File: src/rtl/core/sle_pkg.sv
// ============================================================================
// sle_pkg
// Shared constants, types and controller/datapath interface structures for
// the serial line editor.
// ============================================================================
package sle_pkg;

   localparam int LINE_CAPACITY = 32;
   localparam int STORE_DEPTH   = LINE_CAPACITY - 1;
   localparam int CNT_W         = $clog2(LINE_CAPACITY);
   localparam int IDX_W         = (STORE_DEPTH > 1) ? $clog2(STORE_DEPTH) : 1;
   localparam int STEP_W        = (CNT_W > 2) ? CNT_W : 2;

   localparam logic [7:0] CH_BS    = 8'h08;
   localparam logic [7:0] CH_DEL   = 8'h7F;
   localparam logic [7:0] CH_CR    = 8'h0D;
   localparam logic [7:0] CH_LF    = 8'h0A;
   localparam logic [7:0] CH_SPACE = 8'h20;
   localparam logic [7:0] CH_LOW   = 8'd32;
   localparam logic [7:0] CH_HIGH  = 8'd126;

   localparam logic DEST_ECHO = 1'b0;
   localparam logic DEST_LINE = 1'b1;

   // What an accepted byte asks of the block.
   typedef enum logic [1:0] {
      KIND_NONE  = 2'd0,
      KIND_EOL   = 2'd1,
      KIND_BS    = 2'd2,
      KIND_PRINT = 2'd3
   } kind_type;

   // Which sequence the datapath is emitting from.
   typedef enum logic [1:0] {
      SRC_PRINT = 2'd0,
      SRC_EOL   = 2'd1,
      SRC_BS    = 2'd2,
      SRC_LINE  = 2'd3
   } src_type;

   typedef struct packed {
      logic    accept;
      logic    emit;
      src_type src;
      logic    step_clr;
      logic    count_clr;
   } cmd_type;

   typedef struct packed {
      kind_type kind;
      logic     out_free;
      logic     seq_end;
      logic     line_empty;
   } sts_type;

endpackage

File: src/rtl/core/sle_datapath.sv
// ============================================================================
// sle_datapath
// Line store, fill count, CR flag, sequence step counter and the result
// register for the serial line editor.
// ============================================================================
module sle_datapath (
   input  logic             clock,
   input  logic             reset,
   input  logic [7:0]       req_rx_byte,
   input  logic             rsp_stall,
   input  sle_pkg::cmd_type cmd,
   output sle_pkg::sts_type sts,
   output logic             rsp_valid,
   output logic             rsp_dest,
   output logic [7:0]       rsp_data_byte,
   output logic             rsp_end_of_line,
   output logic             rsp_last
);
   import sle_pkg::*;

   logic [7:0]        store_ff [STORE_DEPTH];
   logic [CNT_W-1:0]  count_ff, count_in;
   logic              prev_cr_ff, prev_cr_in;
   logic [7:0]        byte_ff;
   logic [STEP_W-1:0] step_ff, step_in;
   logic              valid_ff, valid_in;
   logic              dest_ff, dest_in;
   logic [7:0]        data_ff, data_in;
   logic              eol_ff, eol_in;
   logic              last_ff, last_in;

   logic              is_cr, is_lf, is_bs, is_print;
   kind_type          kind;
   logic [STEP_W-1:0] step_nxt;
   logic              line_end;
   logic              seq_end;
   logic              store_wr;
   logic              store_rd;

   always_comb begin
      is_cr    = (req_rx_byte == CH_CR);
      is_lf    = (req_rx_byte == CH_LF);
      is_bs    = (req_rx_byte == CH_BS) || (req_rx_byte == CH_DEL);
      is_print = (req_rx_byte >= CH_LOW) && (req_rx_byte <= CH_HIGH);
      priority if (is_lf && prev_cr_ff) begin
         kind = KIND_NONE;
      end else if (is_cr || is_lf) begin
         kind = KIND_EOL;
      end else if (is_bs) begin
         kind = (count_ff != '0) ? KIND_BS : KIND_NONE;
      end else if (is_print) begin
         kind = (count_ff < CNT_W'(STORE_DEPTH)) ? KIND_PRINT : KIND_NONE;
      end else begin
         kind = KIND_NONE;
      end
   end

   assign step_nxt = step_ff + STEP_W'(1);
   assign line_end = (step_nxt == STEP_W'(count_ff));

   always_comb begin
      unique case (cmd.src)
         SRC_PRINT: seq_end = 1'b1;
         SRC_EOL:   seq_end = (step_ff == STEP_W'(1));
         SRC_BS:    seq_end = (step_ff == STEP_W'(2));
         SRC_LINE:  seq_end = line_end;
         default:   seq_end = 1'b1;
      endcase
   end

   assign sts.kind       = kind;
   assign sts.out_free   = !valid_ff || !rsp_stall;
   assign sts.seq_end    = seq_end;
   assign sts.line_empty = (count_ff == '0);

   assign store_wr = cmd.accept && (kind == KIND_PRINT);
   assign store_rd = cmd.emit && (cmd.src == SRC_LINE);

   always_comb begin
      count_in   = count_ff;
      prev_cr_in = prev_cr_ff;
      if (cmd.accept) begin
         // An LF never sets the flag, and a swallowed LF clears it.
         prev_cr_in = is_cr;
         if (kind == KIND_BS) begin
            count_in = count_ff - CNT_W'(1);
         end else if (kind == KIND_PRINT) begin
            count_in = count_ff + CNT_W'(1);
         end
      end
      if (cmd.count_clr) begin
         count_in = '0;
      end
   end

   always_comb begin
      step_in = step_ff;
      if (cmd.step_clr) begin
         step_in = '0;
      end else if (cmd.emit) begin
         step_in = step_nxt;
      end
   end

   always_comb begin
      valid_in = valid_ff;
      dest_in  = dest_ff;
      data_in  = data_ff;
      eol_in   = eol_ff;
      last_in  = last_ff;
      if (cmd.emit) begin
         valid_in = 1'b1;
         dest_in  = DEST_ECHO;
         eol_in   = 1'b0;
         unique case (cmd.src)
            SRC_PRINT: begin
               data_in = byte_ff;
               last_in = 1'b1;
            end
            SRC_EOL: begin
               data_in = (step_ff == '0) ? CH_CR : CH_LF;
               last_in = seq_end && (count_ff == '0);
            end
            SRC_BS: begin
               data_in = (step_ff == STEP_W'(1)) ? CH_SPACE : CH_BS;
               last_in = seq_end;
            end
            SRC_LINE: begin
               // The line byte itself is read from the store in the clocked block.
               dest_in = DEST_LINE;
               eol_in  = line_end;
               last_in = line_end;
            end
            default: begin
               data_in = byte_ff;
               last_in = 1'b1;
            end
         endcase
      end else if (!rsp_stall) begin
         valid_in = 1'b0;
      end
   end

   always_ff @(posedge clock) begin
      if (reset) begin
         count_ff   <= '0;
         prev_cr_ff <= 1'b0;
         step_ff    <= '0;
         valid_ff   <= 1'b0;
      end else begin
         count_ff   <= count_in;
         prev_cr_ff <= prev_cr_in;
         step_ff    <= step_in;
         valid_ff   <= valid_in;
      end
   end

   always_ff @(posedge clock) begin
      dest_ff <= dest_in;
      eol_ff  <= eol_in;
      last_ff <= last_in;
      if (store_rd) begin
         data_ff <= store_ff[step_ff[IDX_W-1:0]];
      end else begin
         data_ff <= data_in;
      end
      if (cmd.accept) begin
         byte_ff <= req_rx_byte;
      end
      if (store_wr) begin
         store_ff[count_ff[IDX_W-1:0]] <= req_rx_byte;
      end
   end

   assign rsp_valid       = valid_ff;
   assign rsp_dest        = dest_ff;
   assign rsp_data_byte   = data_ff;
   assign rsp_end_of_line = eol_ff;
   assign rsp_last        = last_ff;

endmodule

File: src/rtl/core/sle_ctrl.sv
// ============================================================================
// sle_ctrl
// Sequencing state machine for the serial line editor: accepts one byte and
// steps the datapath through the echo and line sequences it causes.
// ============================================================================
module sle_ctrl (
   input  logic             clock,
   input  logic             reset,
   input  logic             req_valid,
   output logic             req_stall,
   input  sle_pkg::sts_type sts,
   output sle_pkg::cmd_type cmd
);
   import sle_pkg::*;

   typedef enum logic [4:0] {
      ST_IDLE  = 5'b00001,
      ST_PRINT = 5'b00010,
      ST_BS    = 5'b00100,
      ST_EOL   = 5'b01000,
      ST_LINE  = 5'b10000
   } state_type;

   state_type state_ff, state_in;

   always_comb begin
      state_in      = state_ff;
      cmd.accept    = 1'b0;
      cmd.emit      = 1'b0;
      cmd.src       = SRC_PRINT;
      cmd.step_clr  = 1'b0;
      cmd.count_clr = 1'b0;
      unique case (state_ff)
         ST_IDLE: begin
            cmd.step_clr = 1'b1;
            if (req_valid) begin
               cmd.accept = 1'b1;
               unique case (sts.kind)
                  KIND_PRINT: state_in = ST_PRINT;
                  KIND_BS:    state_in = ST_BS;
                  KIND_EOL:   state_in = ST_EOL;
                  KIND_NONE:  state_in = ST_IDLE;
                  default:    state_in = ST_IDLE;
               endcase
            end
         end
         ST_PRINT: begin
            cmd.src = SRC_PRINT;
            if (sts.out_free) begin
               cmd.emit = 1'b1;
               state_in = ST_IDLE;
            end
         end
         ST_BS: begin
            cmd.src = SRC_BS;
            if (sts.out_free) begin
               cmd.emit = 1'b1;
               if (sts.seq_end) begin
                  state_in = ST_IDLE;
               end
            end
         end
         ST_EOL: begin
            cmd.src = SRC_EOL;
            if (sts.out_free) begin
               cmd.emit = 1'b1;
               if (sts.seq_end) begin
                  // The line walk restarts the step counter at the first entry.
                  cmd.step_clr = 1'b1;
                  state_in     = sts.line_empty ? ST_IDLE : ST_LINE;
               end
            end
         end
         ST_LINE: begin
            cmd.src = SRC_LINE;
            if (sts.out_free) begin
               cmd.emit = 1'b1;
               if (sts.seq_end) begin
                  cmd.count_clr = 1'b1;
                  state_in      = ST_IDLE;
               end
            end
         end
         default: begin
            state_in = ST_IDLE;
         end
      endcase
   end

   assign req_stall = (state_ff != ST_IDLE);

   always_ff @(posedge clock) begin
      if (reset) begin
         state_ff <= ST_IDLE;
      end else begin
         state_ff <= state_in;
      end
   end

endmodule

File: src/rtl/core/serial_line_editor.sv
// ============================================================================
// serial_line_editor
// Terminal line discipline with echo: edits a received line, echoes it and
// hands completed lines to the command side.
// ============================================================================
//
//   Channel  Dir  Handshake             Transaction
//   req      in   req_valid, req_stall  one received byte (req_rx_byte)
//   rsp      out  rsp_valid, rsp_stall  one echo or line byte (dest, data, eol, last)
//
// A byte that causes no result is only accepted; a printable byte is echoed, a
// backspace is echoed as BS, space, BS and an end of line as CR, LF followed by
// the buffered line bytes. While rsp does not stall, one result per cycle is loaded
// into a single output register and the line store is walked one entry per cycle.
// Synchronous reset clears fill count, CR flag, step, rsp_valid and sequencer only.
// A stall on rsp holds the sequence; req stalls until the byte's last result is loaded.
//
module serial_line_editor (
   input  logic       clock,
   input  logic       reset,
   input  logic       req_valid,
   output logic       req_stall,
   input  logic [7:0] req_rx_byte,
   output logic       rsp_valid,
   input  logic       rsp_stall,
   output logic       rsp_dest,
   output logic [7:0] rsp_data_byte,
   output logic       rsp_end_of_line,
   output logic       rsp_last
);
   import sle_pkg::*;

   cmd_type cmd;
   sts_type sts;

   sle_ctrl u_ctrl (
      .clock     (clock),
      .reset     (reset),
      .req_valid (req_valid),
      .req_stall (req_stall),
      .sts       (sts),
      .cmd       (cmd)
   );

   sle_datapath u_datapath (
      .clock           (clock),
      .reset           (reset),
      .req_rx_byte     (req_rx_byte),
      .rsp_stall       (rsp_stall),
      .cmd             (cmd),
      .sts             (sts),
      .rsp_valid       (rsp_valid),
      .rsp_dest        (rsp_dest),
      .rsp_data_byte   (rsp_data_byte),
      .rsp_end_of_line (rsp_end_of_line),
      .rsp_last        (rsp_last)
   );

endmodule
File: config.mk
export PLATFORM = sky130hd
export DESIGN_NAME = serial_line_editor
export DESIGN_NICKNAME = d
export VERILOG_FILES = /design/src/rtl/core/sle_pkg.sv /design/src/rtl/core/sle_datapath.sv /design/src/rtl/core/sle_ctrl.sv /design/src/rtl/core/serial_line_editor.sv
export SDC_FILE = /design/constraint.sdc
export NUM_CORES = 1
export LEC_CHECK = 0
export BUFFER_PORTS_ARGS = -buffer_cell sky130_fd_sc_hd__buf_4
export CORE_ASPECT_RATIO = 0.9
export CORE_MARGIN = 2
export CORE_UTILIZATION = 42
export CTS_BUF_LIST = sky130_fd_sc_hd__clkbuf_16
export DETAILED_ROUTE_END_ITERATION = 6
export SETUP_SLACK_MARGIN = 0.3
export SYNTH_ARGS = -nofsm -noshare
export SYNTH_HDL_FRONTEND = slang
export SYNTH_SLANG_ARGS = --single-unit
File: constraint.sdc
create_clock -name clock -period 3.2 [get_ports clock]
set_clock_uncertainty 0.2 [all_clocks]
set_input_delay 0.32 -clock clock [delete_from_list [all_inputs] [get_ports clock]]
set_output_delay 0.32 -clock clock [all_outputs]
set_load 0.02 [all_outputs]
### Word-level counts from Yosys, hierarchy flattened

Memories as Yosys holds them, arrays and structs flattened. A register that Yosys moved wholly into a read port is not among the register bits.
Cells that the tools add are included.

* output and inout port bits: 13
* memories kept: 1
* flip-flop bits (word level): 36
* input port bits: 12
* RAM bits: 248
* logic and storage cells: 106

Memory list
* u_datapath.store_ff: depth 31, width 8, rd ports 1, clocked after Yosys merged registers in 1, write ports 1, RTL line sle_datapath.sv:21 `logic [7:0] store_ff [STORE_DEPTH];`

* add/subtract/negate cells: 3
* muxes and demuxes: 39
* magnitude comparators: 3
* reductions and logical operators: 24
* equal/unequal tests: 26

Operator list (number)
* $mux W5: 11
* $pmux W5 S4: 2
* $eq A8 B4 Y1 const B: 3
* $pmux W8 S3: 1
* $mux W8: 2
* $mux W2: 6
* $pmux W3 S4: 1
* $mux W1: 11
* $add A5 B1 Y5 const B: 2
* $eq A5 B1 Y1 const B: 2
* $eq A5 B2 Y1 const B: 2
* $logic_not A5 Y1: 2
* $eq A2 B2 Y1 const B: 4
* $eq A8 B7 Y1 const B: 1
* $ge A8 B6 Y1 const B: 1
* $le A8 B7 Y1 const B: 1
* $ne A2 B1 Y1 const B: 4
* $pmux W1 S4: 2
* $mux W6: 1
* $ne A2 B2 Y1 const B: 3
* $reduce_and A6 Y1: 1
* $reduce_or A2 Y1: 3
* $eq A5 B3 Y1 const B: 1
* $eq A5 B4 Y1 const B: 1
* 16 further kinds: 27

### Longest topological paths before layout

* word-level depth: 11
* depth in mapped cells: 11
* mapped depth without buffers: 10

### By module

From an unflattened synthesis, not the netlist that was laid out.

* cell total of the unflattened synthesis: 692
* area, all modules: 12101.6 µm²

Modules (own cells, without submodules)
* sle_datapath: sequential area each 8358.0 µm², instances 1, area each 11631.2 µm², cells an instance 644
* sle_ctrl: sequential area each 100.1 µm², instances 1, area each 470.5 µm², cells an instance 48

### Worst setup path after synthesis

Ideal clock, no wire load.

* kind: reg-to-reg
* start: reg u_ctrl.state_ff[0]
* end: reg u_ctrl.state_ff[4]
* library setup time: 0.127 ns
* slack: 0.419 ns
* clock period less this slack: 2.781 ns
* data required time: 2.873 ns
* path buffers: 1
* stages on the path, launching flop included: 11
* arrival: 2.454 ns
* cell sequence: dfxtp_1 > buf_2 > or3_1 > or2_2 > ha_1 > a22oi_1 > nor2b_1 > or3_1 > o221ai_2 > mux2i_1 > nor2_1

* cells in the longest elaborated chain, start to end: 6
* elaborated cells on any way between the ends: 20
* classes of those cells: eq/ne (14); mux (3); reduce/logical (3)

Ends and longest elaborated chain
* start: declaration: RTL line sle_ctrl.sv:24 `state_type state_ff, state_in;`
* start signal: assignment: RTL line sle_ctrl.sv:96 `state_ff <= state_in;`
* $eq A5 B5 Y1 (tied with other cells): RTL line sle_ctrl.sv:33 `unique case (state_ff)`
* $pmux W3 S4: RTL line sle_ctrl.sv:33
* $eq A2 B2 Y1 (tied with other cells): RTL line sle_datapath.sv:62 `unique case (cmd.src)`
* $pmux W1 S4: RTL line sle_datapath.sv:62
* $ne A2 B1 Y1 (no line)
* $reduce_and A6 Y1 (no line)

Parallel ways exist; a longest one is shown, timed or not.
A chain may end at the register's enable or synchronous reset.

### Worst setup path in the final report

* start: in req_rx_byte[6]
* end: reg u_datapath.count_ff[4]

* cells in the longest elaborated chain, start to end: 9
* elaborated cells on any way between the ends: 19
* classes of those cells: order compare (2); eq/ne (6); mux (5); reduce/logical (6)

Ends and longest elaborated chain
* start: declaration: RTL line serial_line_editor.sv:23 `input logic [7:0] req_rx_byte,`
* $ge A8 B6 Y1 / $le A8 B7 Y1 (equally long branches): RTL line sle_datapath.sv:44 `is_print = (req_rx_byte >= CH_LOW) && (req_rx_byte <= CH_HIGH);`
* $logic_and A1 B1 Y1: RTL line sle_datapath.sv:44
* $mux W2: RTL line sle_datapath.sv:51 `end else if (is_print) begin`
* $mux W2: RTL line sle_datapath.sv:49 `end else if (is_bs) begin`
* $mux W2: RTL line sle_datapath.sv:47 `end else if (is_cr || is_lf) begin`
* $mux W2 *: RTL line sle_datapath.sv:45 `priority if (is_lf && prev_cr_ff) begin`
* $eq A2 B2 Y1, on equally long branches: RTL line sle_datapath.sv:87, sle_datapath.sv:85
* $reduce_bool A2 Y1 (no line)
* $reduce_and A2 Y1 (no line)
* end signal: assignment: RTL line sle_datapath.sv:151 `count_ff <= count_in;`
* end: declaration: RTL line sle_datapath.sv:22 `logic [CNT_W-1:0] count_ff, count_in;`

Every way passes the cells marked *; elsewhere a longest branch is shown, timed or not.

==> metrics.md <==
| Metric | Value |
|---|---|
| EDFF count, synth | `267` |
| Drc violations | `0` |
| Worst-path fanout max | `10` |
| Dpl ws | `0.220 ns` |
| Setup TNS | `0 ns` |
| IO Count | `25` |
| Max Cap Violations | `0` |
| Register area share after synthesis | `0.713` |
| Max VDD drop | `0.000453 V` |
| Fmax | `351 MHz` |
| Status | `complete, no violations` |
| Layout cells sized above 1 | `0.287` |
| Most common cell after layout, fill and taps aside | `edfxtp_1` |
| Synthesized Nets | `683` |
| CP Data Required Time | `3.47 ns` |
| Fin worst setup slack | `0.353 ns` |
| CTS H-tree depth | `1` |
| Clock share of power | `0.426` |
| Placement Cell Area | `12,800 um^2` |
| Actual slew at the worst max-slew pin | `0.645 ns` |
| Critical path's slowest cell | `dlygate4sd3_1` |
| Synth Register Bits | `289` |
| Via count | `6,405` |
| Core Util, Final | `0.499` |
| Most frequent cells in the layout | `267 x edfxtp_1, 79 x buf_4, 71 x mux4_2` |
| Final setup fails | `0` |
| Vias in the first global route | `6,381` |
| Netlist area before placement | `11,900 um^2` |
| Final hold vios | `0` |
| Switching Share | `0.204` |
| Starting Density | `0.426` |
| Vias per cell | `5.68` |
| # port buffers | `24` |
| Initial antenna violation count | `1` |
| Die Wd | `181 um` |
| Syn Inst Count | `659` |
| Area delta synth->final | `17.1%` |
| Async set-or-reset flop fraction in the synthesized netlist | `0` |
| Core area | `27,900 um^2` |
| Synth cell types | `59` |
| CTS tree | `built` |
| Arrival @ worst endpoint | `3.12 ns` |
| CTS Sinks | `289` |
| Crit path cell chain | `dlygate4sd3_1 > buf_4 > nor4_2 > and3b_1 > o21ba_2 > ha_1 > a21o_1 > a21oi_1 > nor3_1 > o21ai_1 > mux2i_1` |
| GRT Total Usage | `0.183` |
| Max-slew headroom | `0.570` |
| DIE AREA | `29,600 um^2` |
| CP delay by family, top | `compound AO/OA/AOI/OAI gates` |
| Max Slew Vio Count | `0` |
| WS Path Type | `in2reg` |
| Num CTS Buffers | `29` |
| Proportion of power drawn by combinational gates | `0.041` |
| Syn Area/Cell | `18.0 um^2` |
| GP Congestion | `0.851` |
| Fin crit period | `2.85 ns` |
| Die height | `163 um` |
| DR WL/cell | `23.8 um` |
| Antenna-violating nets left | `0` |
| Clk slew on worst S/H paths | `0.06 ns` |
| Clk_lat worst skew | `0.55 ns` |
| Number of cell rows | `58` |
| Global route overflow | `0` |
| Internal power | `0.00624 W` |
| Tcrit/Tclk final | `0.890` |
| Crit start category | `input pin` |
| Post-Route WL | `26,800 um` |
| Setup crit end kind | `flop` |
| Unrepaired setup endpoints after global routing | `yes` |
| Ant diodes | `0` |
| Final nets | `769` |
| CTS root buf | `clkbuf_16` |
| Max Root-Sink Buffers | `3` |
| Hold crit path type | `in2reg` |
| # fillers | `2,277` |
| Global-route wire length before repair | `40,200 um` |
| WP buf/inv | `2` |
| Initial detailed-routing violation count | `726` |
| Sw power | `0.00160 W` |
| P_leak | `4.47 nW` |
| Post-Layout Inst Area | `13,900 um^2` |
| Overall Power | `0.00785 W` |
| Most used DFF post-synth | `edfxtp_1` |
| DP HPWL | `17,800 um` |
| YS warnings | `0` |
| Pin count of the biggest net entering global routing | `37` |
| Sequential Power Share | `0.533` |
| CP peak stage delay | `0.54 ns` |
| Power per cell area | `564 nW/um^2` |
| First-pass iteration count of the detailed router | `5` |
-- synthesized netlist by cell type (4+ instances only) --
cell type | number | area (um^2)
a22oi_1 | 6 | 45.0
xor2_1 | 8 | 70.1
o21ai_0 | 13 | 65.1
edfxtp_1 | 267 | 8020
clkbuf_1 | 13 | 48.8
nand3_1 | 10 | 50.1
ha_1 | 11 | 138
nor3_1 | 10 | 50.1
nand2_1 | 35 | 131
o22ai_1 | 4 | 25.0
inv_1 | 10 | 37.5
dfxtp_1 | 22 | 440
mux2i_1 | 13 | 130
buf_2 | 18 | 90.1
a21oi_1 | 18 | 90.1
nor2b_1 | 10 | 62.6
nor2_1 | 49 | 184
nand4_1 | 4 | 25.0
nor3b_1 | 6 | 45.0
mux4_2 | 71 | 1600
xnor2_1 | 8 | 70.1
-- area by class of cell --
type                            instances  area, um^2  area share
Sequential cell                       289        8460       0.609
Multi-Input combinational cell        325        3270       0.235
Timing Repair Buffer                   90         733      0.0527
Clock buffer                           29         726      0.0522
Tap cell                              360         450      0.0324
Clock inverter                         24         216      0.0156
Inverter                               10        41.3     0.00297
-- metrics by stage --
stage / std cells / hold WS, ns
CTS: 1127 / 0.112
floorplan: 659 / 0.219
global route: 1127 / 0.154
global placement: 1064 / 0.268
finish: 1127 / 0.133
detailed placement: 1064 / 0.296
-- layer usage --
metal / track usage / up-vias / share of wire
met5: 0 / - / 0
met4: 0.0392 / 0 / 0.016
met3: 0.0227 / 39 / 0.062
met2: 0.294 / 238 / 0.48
met1: 0.272 / 3323 / 0.44
li1: - / 2805 / -
-- tightest hold or removal path: stages --
cell and delay [ns]:
buf_4 0.15, nor4_2 0.08, nand2_1 0.06, nor3_1 0.04, a21oi_1 0.11, nor2_1 0.05
-- final timing paths --
kind                                  to  slack (ns)  cells past startpoint                  start
setup reg to reg                    flop        0.40                      8     u_ctrl.state_ff[0]
hold / removal     u_datapath.prev_cr_ff        0.13                      6         req_rx_byte[7]
hold reg to reg    u_datapath.prev_cr_ff        0.33                      2  u_datapath.prev_cr_ff
setup / recovery  u_datapath.count_ff[4]        0.35                     11         req_rx_byte[6]
-- registers in the layout (all words and copies together) (netlist names), named ones only --
register and flops:
u_datapath.rsp_end_of_line 1, u_datapath.store_ff 248, u_datapath.byte_ff 8, u_datapath.count_ff 5, u_datapath.rsp_last 1, u_datapath.step_ff 5
u_datapath.rsp_data_byte 8, u_datapath.rsp_valid 1, u_datapath.rsp_dest 1, u_ctrl.state_ff 5, u_datapath.prev_cr_ff 1
-- timing repair --
action / in CTS / in global routing
pin swaps: 2 / 2
endpoints found under the setup margin: 17 / 257
endpoints found under the hold margin: 50 / 0
gates resized for setup: 3 / 10
setup buffers: 2 / 0
hold buffers: 8 / 0
-- power by group through the flow --
| stage | clock network (W) | logic, W | registers [W] |
|---|---|---|---|
| after floorplan | 0 | 0.000159 | 0.00425 |
| final | 0.00334 | 0.000321 | 0.00418 |
| after global placement | 0 | 0.000295 | 0.00426 |
| after global routing | 0.00354 | 0.000348 | 0.00419 |
| after detailed placement | 0 | 0.000304 | 0.00426 |
| after CTS | 0.00340 | 0.000315 | 0.00418 |
-- logic make-up after synthesis --
kind of cell | Yosys count | synth area share
DFF | 289 | 0.713
and+or+nand+nor | 146 | 0.0594
muxes | 84 | 0.146
AOI/OAI and AO/OA | 67 | 0.0405
buffers and inverters | 45 | 0.0165
xor gates and xnor gates | 16 | 0.0118
adders and majority gates | 12 | 0.0133
(Power assumes the default switching activity.)
